`src/rtl/cscl_pkg.sv`:
```
// shared constants and types for the line clipper
// outcode bits, register indexes and the divider status bundle
// no dependencies
`timescale 1ns / 1ps

package cscl_pkg;

  // outcode bits
  localparam logic [3:0] CODE_LEFT   = 4'd1;
  localparam logic [3:0] CODE_RIGHT  = 4'd2;
  localparam logic [3:0] CODE_BOTTOM = 4'd4;
  localparam logic [3:0] CODE_TOP    = 4'd8;

  // clip step counter
  localparam int unsigned STEP_W = 3;
  localparam logic [STEP_W-1:0] MAX_CLIPS = 3'd4;

  // configuration register map
  localparam int unsigned CFG_INDEX_W = 8;
  localparam logic [CFG_INDEX_W-1:0] REG_WINDOW_LEFT   = 8'd0;
  localparam logic [CFG_INDEX_W-1:0] REG_WINDOW_RIGHT  = 8'd1;
  localparam logic [CFG_INDEX_W-1:0] REG_WINDOW_BOTTOM = 8'd2;
  localparam logic [CFG_INDEX_W-1:0] REG_WINDOW_TOP    = 8'd3;

  // status of the shared multiply-divide unit
  typedef struct packed {
    logic busy;
    logic done;
  } md_stat_t;

endpackage

```
`src/rtl/cscl_muldiv.sv`:
```
// shared multiply then bit-serial divide unit: |a*b| / |d| with result sign
// a multiply step, then one quotient bit per cycle (restoring)
// depends on cscl_pkg
`timescale 1ns / 1ps

module cscl_muldiv #(
  parameter int unsigned DW = 17
) (
  input  logic                   clk,
  input  logic                   rst_n,
  input  logic                   start,
  input  logic signed [DW-1:0]   op_a,
  input  logic signed [DW-1:0]   op_b,
  input  logic signed [DW-1:0]   op_d,
  output cscl_pkg::md_stat_t     stat,
  output logic [2*DW-1:0]        quot,
  output logic                   neg
);
  import cscl_pkg::*;

  localparam int unsigned PW = 2 * DW;
  localparam int unsigned CW = $clog2(PW);
  localparam int unsigned RW = DW + 1;

  typedef enum logic [1:0] {MD_IDLE, MD_MUL, MD_DIV} md_state_t;

  md_state_t       state_r, state_nxt;
  logic            done_r, done_nxt;
  logic            neg_r, neg_nxt;
  logic [DW-1:0]   ma_r, ma_nxt;
  logic [DW-1:0]   mb_r, mb_nxt;
  logic [DW-1:0]   md_r, md_nxt;
  logic [PW-1:0]   quo_r, quo_nxt;
  logic [RW-1:0]   rem_r, rem_nxt;
  logic [CW-1:0]   cnt_r, cnt_nxt;
  logic [RW-1:0]   rem_sh;
  logic            q_bit;

  function automatic logic [DW-1:0] mag(input logic signed [DW-1:0] v);
    mag = v[DW-1] ? DW'(-v) : DW'(v);
  endfunction

  always_comb begin
    state_nxt = state_r;
    done_nxt  = 1'b0;
    neg_nxt   = neg_r;
    ma_nxt    = ma_r;
    mb_nxt    = mb_r;
    md_nxt    = md_r;
    quo_nxt   = quo_r;
    rem_nxt   = rem_r;
    cnt_nxt   = cnt_r;
    rem_sh    = {rem_r[RW-2:0], quo_r[PW-1]};
    q_bit     = rem_sh >= {1'b0, md_r};
    case (state_r)
      MD_IDLE: begin
        if (start) begin
          ma_nxt    = mag(op_a);
          mb_nxt    = mag(op_b);
          md_nxt    = mag(op_d);
          neg_nxt   = op_a[DW-1] ^ op_b[DW-1] ^ op_d[DW-1];
          state_nxt = MD_MUL;
        end
      end
      MD_MUL: begin
        quo_nxt   = PW'(ma_r) * PW'(mb_r);
        rem_nxt   = '0;
        cnt_nxt   = CW'(PW - 1);
        state_nxt = MD_DIV;
      end
      MD_DIV: begin
        rem_nxt = q_bit ? RW'(rem_sh - {1'b0, md_r}) : rem_sh;
        quo_nxt = {quo_r[PW-2:0], q_bit};
        cnt_nxt = cnt_r - 1'b1;
        if (cnt_r == '0) begin
          state_nxt = MD_IDLE;
          done_nxt  = 1'b1;
        end
      end
      default: state_nxt = MD_IDLE;
    endcase
  end

  always_ff @(posedge clk) begin
    if (!rst_n) begin
      state_r <= MD_IDLE;
      done_r  <= 1'b0;
    end else begin
      state_r <= state_nxt;
      done_r  <= done_nxt;
    end
    neg_r <= neg_nxt;
    ma_r  <= ma_nxt;
    mb_r  <= mb_nxt;
    md_r  <= md_nxt;
    quo_r <= quo_nxt;
    rem_r <= rem_nxt;
    cnt_r <= cnt_nxt;
  end

  assign stat.busy = (state_r != MD_IDLE);
  assign stat.done = done_r;
  assign quot      = quo_r;
  assign neg       = neg_r;

endmodule

```
`src/rtl/cohen_sutherland_line_clipper.sv`:
```
// each request runs k clip steps, k = 0..4; one request in flight at a time
// each clip step is a multiply then the bit-serial divider, one quotient bit per cycle
// a new request is taken the cycle after the result enters the output register
// reset (rst_n low, synchronous): window back to -150/150/-100/100, sequencer idle, no result
`timescale 1ns / 1ps

module cohen_sutherland_line_clipper #(
  parameter int unsigned COORD_WIDTH = 16
) (
  input  logic                                 clk,
  input  logic                                 rst_n,
  // request: start_x, start_y, end_x, end_y (lowest bits first), zero padded
  input  logic                                 in_tvalid,
  output logic                                 in_tready,
  input  logic [((4*COORD_WIDTH+7)/8)*8-1:0]   in_tdata,
  // result: clipped_start_x, clipped_start_y, clipped_end_x, clipped_end_y
  output logic                                 out_tvalid,
  input  logic                                 out_tready,
  output logic [((4*COORD_WIDTH+7)/8)*8-1:0]   out_tdata,
  // result flag: accepted
  output logic                                 out_tuser,
  // window register writes
  input  logic                                 cfg_valid,
  output logic                                 cfg_ready,
  input  logic [cscl_pkg::CFG_INDEX_W-1:0]     cfg_index,
  input  logic [COORD_WIDTH-1:0]               cfg_data
);
  import cscl_pkg::*;

  localparam int unsigned W  = COORD_WIDTH;
  localparam int unsigned DW = W + 1;        // coordinate differences
  localparam int unsigned PW = 2 * DW;       // full product / quotient
  localparam int unsigned SW = PW + 2;       // base plus signed quotient
  localparam int unsigned TW = ((4 * W + 7) / 8) * 8;

  // saturation limits for the intersection coordinate
  localparam logic signed [SW-1:0] C_MAX = {{(SW-W+1){1'b0}}, {(W-1){1'b1}}};
  localparam logic signed [SW-1:0] C_MIN = {{(SW-W+1){1'b1}}, {(W-1){1'b0}}};

  typedef enum logic [1:0] {S_IDLE, S_DECIDE, S_WAIT, S_FINISH} state_t;

  // window registers
  logic signed [W-1:0] win_left_r, win_right_r, win_bottom_r, win_top_r;

  // sequencer and working endpoints
  state_t               state_r, state_nxt;
  logic [STEP_W-1:0]    step_r, step_nxt;
  logic                 acc_r, acc_nxt;
  logic signed [W-1:0]  x1_r, x1_nxt, y1_r, y1_nxt, x2_r, x2_nxt, y2_r, y2_nxt;
  logic signed [W-1:0]  edge_r, edge_nxt, base_r, base_nxt;
  logic                 vert_r, vert_nxt;
  logic                 first_r, first_nxt;

  // output register
  logic                 out_tvalid_r, out_tvalid_nxt;
  logic                 out_acc_r, out_acc_nxt;
  logic [4*W-1:0]       out_xy_r, out_xy_nxt;

  // decide-step logic
  logic [3:0]           c1, c2, co;
  logic                 co_first, co_vert;
  logic signed [W-1:0]  clip_edge;
  logic signed [DW-1:0] dx, dy, op_a, op_b, op_d;

  // intersection update
  logic signed [SW-1:0] q_signed, isect_sum;
  logic signed [W-1:0]  isect, new_x, new_y;

  // shared multiply-divide unit
  logic                 md_start;
  md_stat_t             md_stat;
  logic [PW-1:0]        md_quot;
  logic                 md_neg;

  function automatic logic [3:0] outcode(
    input logic signed [W-1:0] x,
    input logic signed [W-1:0] y,
    input logic signed [W-1:0] wl,
    input logic signed [W-1:0] wr,
    input logic signed [W-1:0] wb,
    input logic signed [W-1:0] wt
  );
    logic [3:0] c;
    c = 4'd0;
    if (x < wl) c = c | CODE_LEFT;
    else if (x > wr) c = c | CODE_RIGHT;
    if (y < wb) c = c | CODE_BOTTOM;
    else if (y > wt) c = c | CODE_TOP;
    return c;
  endfunction

  // configuration: always ready, indexes beyond the map are dropped
  assign cfg_ready = 1'b1;

  always_ff @(posedge clk) begin
    if (!rst_n) begin
      win_left_r   <= W'(-150);
      win_right_r  <= W'(150);
      win_bottom_r <= W'(-100);
      win_top_r    <= W'(100);
    end else if (cfg_valid) begin
      case (cfg_index)
        REG_WINDOW_LEFT:   win_left_r   <= cfg_data;
        REG_WINDOW_RIGHT:  win_right_r  <= cfg_data;
        REG_WINDOW_BOTTOM: win_bottom_r <= cfg_data;
        REG_WINDOW_TOP:    win_top_r    <= cfg_data;
        default: ;
      endcase
    end
  end

  // outcodes of the current endpoints and the operands of the next clip
  always_comb begin
    c1 = outcode(x1_r, y1_r, win_left_r, win_right_r, win_bottom_r, win_top_r);
    c2 = outcode(x2_r, y2_r, win_left_r, win_right_r, win_bottom_r, win_top_r);
    co_first = (c1 != 4'd0);
    co       = co_first ? c1 : c2;
    // top/bottom crossing takes priority over right/left
    co_vert  = ((co & (CODE_TOP | CODE_BOTTOM)) != 4'd0);
    if (co_vert)
      clip_edge = ((co & CODE_TOP) != 4'd0) ? win_top_r : win_bottom_r;
    else
      clip_edge = ((co & CODE_RIGHT) != 4'd0) ? win_right_r : win_left_r;
    dx   = DW'(x2_r) - DW'(x1_r);
    dy   = DW'(y2_r) - DW'(y1_r);
    op_a = co_vert ? dx : dy;
    op_d = co_vert ? dy : dx;
    op_b = co_vert ? (DW'(clip_edge) - DW'(y1_r)) : (DW'(clip_edge) - DW'(x1_r));
  end

  // intersection: base + sign * quotient, saturated to the coordinate range
  always_comb begin
    q_signed  = md_neg ? -SW'({2'b00, md_quot}) : SW'({2'b00, md_quot});
    isect_sum = SW'(base_r) + q_signed;
    if (isect_sum > C_MAX)      isect = C_MAX[W-1:0];
    else if (isect_sum < C_MIN) isect = C_MIN[W-1:0];
    else                        isect = isect_sum[W-1:0];
    new_x = vert_r ? isect : edge_r;
    new_y = vert_r ? edge_r : isect;
  end

  // sequencer
  always_comb begin
    state_nxt      = state_r;
    step_nxt       = step_r;
    acc_nxt        = acc_r;
    x1_nxt         = x1_r;
    y1_nxt         = y1_r;
    x2_nxt         = x2_r;
    y2_nxt         = y2_r;
    edge_nxt       = edge_r;
    base_nxt       = base_r;
    vert_nxt       = vert_r;
    first_nxt      = first_r;
    out_acc_nxt    = out_acc_r;
    out_xy_nxt     = out_xy_r;
    out_tvalid_nxt = out_tvalid_r && !out_tready;
    md_start       = 1'b0;
    case (state_r)
      S_IDLE: begin
        if (in_tvalid) begin
          x1_nxt    = in_tdata[W-1:0];
          y1_nxt    = in_tdata[2*W-1:W];
          x2_nxt    = in_tdata[3*W-1:2*W];
          y2_nxt    = in_tdata[4*W-1:3*W];
          step_nxt  = '0;
          state_nxt = S_DECIDE;
        end
      end
      S_DECIDE: begin
        if (c1 == 4'd0 && c2 == 4'd0) begin
          // both endpoints inside
          acc_nxt   = 1'b1;
          state_nxt = S_FINISH;
        end else if ((c1 & c2) != 4'd0 || step_r == MAX_CLIPS || op_d == '0) begin
          // trivially outside, out of clip steps, or a degenerate crossing
          acc_nxt   = 1'b0;
          state_nxt = S_FINISH;
        end else begin
          md_start  = 1'b1;
          edge_nxt  = clip_edge;
          base_nxt  = co_vert ? x1_r : y1_r;
          vert_nxt  = co_vert;
          first_nxt = co_first;
          state_nxt = S_WAIT;
        end
      end
      S_WAIT: begin
        if (md_stat.done) begin
          if (first_r) begin
            x1_nxt = new_x;
            y1_nxt = new_y;
          end else begin
            x2_nxt = new_x;
            y2_nxt = new_y;
          end
          step_nxt  = step_r + 1'b1;
          state_nxt = S_DECIDE;
        end
      end
      S_FINISH: begin
        // wait for the output register to drain
        if (!out_tvalid_r || out_tready) begin
          out_tvalid_nxt = 1'b1;
          out_acc_nxt    = acc_r;
          out_xy_nxt     = acc_r ? {y2_r, x2_r, y1_r, x1_r} : '0;
          state_nxt      = S_IDLE;
        end
      end
      default: state_nxt = S_IDLE;
    endcase
  end

  always_ff @(posedge clk) begin
    if (!rst_n) begin
      state_r      <= S_IDLE;
      out_tvalid_r <= 1'b0;
      step_r       <= '0;
    end else begin
      state_r      <= state_nxt;
      out_tvalid_r <= out_tvalid_nxt;
      step_r       <= step_nxt;
    end
    acc_r     <= acc_nxt;
    x1_r      <= x1_nxt;
    y1_r      <= y1_nxt;
    x2_r      <= x2_nxt;
    y2_r      <= y2_nxt;
    edge_r    <= edge_nxt;
    base_r    <= base_nxt;
    vert_r    <= vert_nxt;
    first_r   <= first_nxt;
    out_acc_r <= out_acc_nxt;
    out_xy_r  <= out_xy_nxt;
  end

  cscl_muldiv #(
    .DW (DW)
  ) u_muldiv (
    .clk   (clk),
    .rst_n (rst_n),
    .start (md_start),
    .op_a  (op_a),
    .op_b  (op_b),
    .op_d  (op_d),
    .stat  (md_stat),
    .quot  (md_quot),
    .neg   (md_neg)
  );

  assign in_tready  = (state_r == S_IDLE);
  assign out_tvalid = out_tvalid_r;
  assign out_tuser  = out_acc_r;
  assign out_tdata  = TW'(out_xy_r);

  // a rejected segment carries all-zero coordinates
  a_reject_zero: assert property (@(posedge clk) disable iff (!rst_n)
    out_tvalid && !out_tuser |-> out_tdata == '0)
    else $error("rejected result with nonzero coordinates");

  // a clip step always gets the divider going
  a_md_start: assert property (@(posedge clk) disable iff (!rst_n)
    md_start |=> md_stat.busy)
    else $error("divider did not start");

  // no new request while the divider still works on the last one
  a_idle_div: assert property (@(posedge clk) disable iff (!rst_n)
    in_tready |-> !md_stat.busy)
    else $error("ready while divider busy");

  // clip step count is bounded by the guard
  a_step_cap: assert property (@(posedge clk) disable iff (!rst_n)
    step_r <= MAX_CLIPS)
    else $error("clip step count beyond guard");

endmodule
```
`config.mk`:
```
export PLATFORM = sky130hd
export DESIGN_NAME = cohen_sutherland_line_clipper
export DESIGN_NICKNAME = d
export VERILOG_FILES = /design/src/rtl/cscl_pkg.sv /design/src/rtl/cscl_muldiv.sv /design/src/rtl/cohen_sutherland_line_clipper.sv
export SDC_FILE = /design/constraint.sdc
export NUM_CORES = 2
export LEC_CHECK = 0
export BUFFER_PORTS_ARGS = -buffer_cell sky130_fd_sc_hd__buf_2
export CORE_UTILIZATION = 40
export DETAILED_ROUTE_END_ITERATION = 8
export PLACE_DENSITY_LB_ADDON = 0.05
export REMOVE_ABC_BUFFERS = 1
export SYNTH_ARGS = -nofsm -noshare
export SYNTH_HDL_FRONTEND = slang
export SYNTH_SLANG_ARGS = --single-unit
```
`constraint.sdc`:
```
create_clock -name clk -period 8.8 [get_ports clk]
set_input_delay 0.44 -clock clk [delete_from_list [all_inputs] [get_ports clk]]
set_output_delay 0.44 -clock clk [all_outputs]
set_load 0.1 [all_outputs]
```
==> impl_metrics.env <==
export IMPL_outcome="complete, no violations"
export IMPL_post_drt_wl_per_cell_um=22.6
export IMPL_report_final_slew_viol_count=0
export IMPL_cp_startpoint="u_muldiv.ma_r[7]"
export IMPL_hold_viol_final=0
export IMPL_fin_crit_sh_pct=86.2
export IMPL_clk_pin_slew_ns=0.06
export IMPL_clock_skew_ns=0.0681
export IMPL_grt_antenna_before_repair=2
export IMPL_crit_type="reg2reg"
export IMPL_timing_rr_start="u_muldiv.ma_r[7]"
export IMPL_insertion_delay_ns=0.60
export IMPL_syn_area_um2=33700
export IMPL_rsz0062_at_grt="no"
export IMPL_crit_path_end="u_muldiv.quot[33]"
export IMPL_drc=0
export IMPL_slowest_delay_ns=0.68
export IMPL_slowest_stage="edfxtp_1"
export IMPL_core_um2=83600
export IMPL_track_usage_pct=25.7
export IMPL_clkSinkCount=346
export IMPL_htree_num_levels=2
export IMPL_syn_area_per_cell_um2=9.20
export IMPL_ys_flop_type="edfxtp_1"
export IMPL_synth_area_top_cells="edfxtp_1 24%, fa_1 14%, ha_1 13%"
export IMPL_cts_resized=0
export IMPL_yosysTopAreaCellShare_pct=24.3
export IMPL_synth_distinct_cells=82
export IMPL_die_area_um2=85400
export IMPL_slew_headroom_pct=24.7
export IMPL_ys_warn_count=0
export IMPL_synth_edf_count=273
export IMPL_clockBufferDepth=3
export IMPL_timing_fmax_mhz=132
export IMPL_start_kind="register"
export IMPL_cts_hold_buf=0
export IMPL_hold_class="in2reg"
export IMPL_finalSetupTns_ns=0
export IMPL_fp_row_count=106
export IMPL_gp_congestion=0.914
export IMPL_place_ws_ns=1.07
export IMPL_via_per_inst=5.51
export IMPL_critPathBufInv=4
export IMPL_synthToLayoutAreaGrowth_pct=10.2
export IMPL_crit_top_cell="fa_1"
export IMPL_yosysTopAreaCell="edfxtp_1"
export IMPL_reg2reg_to="u_muldiv.quot[33]"
export IMPL_end_kind="register"
export IMPL_numPortBuffers=159
export IMPL_dp_hpwl_um=88200
export IMPL_die_h_um=292
export IMPL_r2r_worst_path_cells=23
export IMPL_crit_fanout=17
export IMPL_vias=26900
export IMPL_final_nets=4439
export IMPL_start_util_pct=40.3
export IMPL_post_cts_setup_buffer_count=0
export IMPL_ff2ff_setup_slack_ns=1.21
export IMPL_required_ns=9.11
export IMPL_synthArstFlopShare_pct=0
export IMPL_yosysMostFrequentCell="inv_1"
export IMPL_grt_pass1_vias=27700
export IMPL_drtIter0Drc=1719
export IMPL_cts_made_buffers=43
export IMPL_ant_nets=0
export IMPL_crit_cells=23
export IMPL_cts_root_buffer="clkbuf_16"
export IMPL_critPathTopFamily="adder cells"
export IMPL_cp_data_arrival_time_ns=7.90
export IMPL_cap_violations=0
export IMPL_ys_seq_area_share_pct=28.7
export IMPL_pin_count=161
export IMPL_hold_depth=2
export IMPL_dr_pass1_iters=6
export IMPL_path_cells="and2_1, fa_1, inv_1, fa_1, fa_1, fa_1, inv_1, fa_1, inv_1, fa_1, inv_1, ha_1, a21o_1, a21o_1, a21oi_1, o21ai_0, a21oi_1, o211a_1, o21ai_0, or4_1, a31oi_1, xnor2_1, mux2_2"
export IMPL_syn_inst=3666
export IMPL_ys_ff_latch=346
export IMPL_die_w_um=292
export IMPL_antenna_cells=0
export IMPL_grt_pass1_wl_um=167000
export IMPL_layout_drive_gt1_share_pct=8.60
export IMPL_gr_total_overflow=0
export IMPL_worst_slew_pin_slew_ns=1.13
export IMPL_grt_max_degree=93
export IMPL_setup_viol=0
export IMPL_drt_total_wl_um=110000
export IMPL_fin_crit_ns=7.59
export IMPL_cts_tree="done"
export IMPL_synth_common_cells="476 x inv_1, 412 x nand2_1, 345 x ha_1, 273 x edfxtp_1, 231 x nor2_1"
export IMPL_fin_ws_ns=1.21
sequential cells by signal, summed over array words and instances, names as in the netlist, 2 cells and up:
register and cells:
base_r 16, edge_r 16, out_tdata 64, state_r 2, step_r 3, u_muldiv.cnt_r 6, u_muldiv.ma_r 17, u_muldiv.mb_r 17
u_muldiv.md_r 17, u_muldiv.quot 34, u_muldiv.rem_r 17, u_muldiv.state_r 2, win_bottom_r 16, win_left_r 16, win_right_r 16, win_top_r 16
x1_r 16, x2_r 16, y1_r 16, y2_r 16
per-layer routing:
layer	share of wire [%]	global-route usage (%)	up-vias	wire length, µm
li1	-	-	12800	-
met1	44	32.7	13400	48100
met2	49	45.5	639	54300
met3	3.7	2.27	137	4060
met4	3.4	8.45	0	3710
met5	0	0	-	0
cell usage in the layout (no fill, tap or decap), types with 12 or more instances in the layout:
cell and instances:
o211ai_1 56, fa_1 229, nor3_1 40, or2_2 14, nand4_1 28, o31ai_1 23
o21ai_0 153, and2_1 187, o22ai_1 12, inv_1 476, nand2_1 412, clkbuf_1 12
mux2i_1 107, or3_1 18, edfxtp_1 273, a211oi_1 43, xor2_1 43, buf_4 40
nor2b_1 29, nand2b_1 34, o21bai_1 13, a22oi_1 19, a21o_1 64, a31oi_1 16
o21a_1 23, and3_1 19, nor2_1 229, nor4_1 17, nand3_1 44, mux2_2 15
buf_2 159, o2111ai_1 25, xnor2_1 132, dfxtp_1 73, clkbuf_16 44, ha_1 343
a21oi_1 174
metrics by stage:
stage                     instance area, µm²  hold WS (ns)  util (%)  std cells
after floorplan                        33200         0.443         -       3525
after global placement                 35800         0.456      42.8       4807
after detailed placement               35800         0.463      42.8       4807
after CTS                              37100        0.0301      44.4       4884
after global routing                   37100        0.0398      44.4       4884
final                                  37100        0.0651      44.4       4884
kinds of logic after synthesis:
| kind of cell | synth area share (%) |
|---|---|
| buffers and inverters | 6.94 |
| adders and majority gates | 26.4 |
| AOI/OAI and AO/OA | 13.9 |
| muxes | 3.68 |
| other | 0.0111 |
| DFF | 28.7 |
| and+or+nand+nor | 15.9 |
| xor gates and xnor gates | 4.55 |
layout make-up:
| class | count | area, µm² |
|---|---|---|
| Multi-Input combinational cell | 2702 | 21800 |
| Sequential cell | 346 | 9660 |
| Clock inverter | 18 | 181 |
| Inverter | 477 | 1790 |
| Clock buffer | 59 | 1190 |
| Fill cell | 8179 | 46400 |
| Timing Repair Buffer | 202 | 1160 |
| Tap cell | 1080 | 1350 |
worst reg2reg max path: stages (launching register included):
cell	delay (ns)
edfxtp_1	0.68
and2_1	0.29
fa_1	0.49
inv_1	0.06
fa_1	0.56
fa_1	0.44
fa_1	0.49
inv_1	0.06
fa_1	0.53
inv_1	0.05
fa_1	0.53
inv_1	0.05
ha_1	0.37
a21o_1	0.21
a21o_1	0.17
a21oi_1	0.13
o21ai_0	0.39
a21oi_1	0.40
o211a_1	0.24
o21ai_0	0.16
or4_1	0.45
a31oi_1	0.24
xnor2_1	0.09
mux2_2	0.26
worst min-delay path by stage:
stage,start,end,slack [ns]
3_5_place_dp,win_top_r[6],win_top_r[6],0.46
6_report,in_tvalid,step_r[2],0.07
4_1_cts,in_tvalid,step_r[2],0.03
3_3_place_gp,win_top_r[5],win_top_r[5],0.46
5_1_grt,in_tvalid,step_r[2],0.04
2_1_floorplan,win_top_r[2],win_top_r[2],0.44
Power is not shown: default switching activity piles up to over one toggle a cycle in this logic, so the estimate is an artifact.
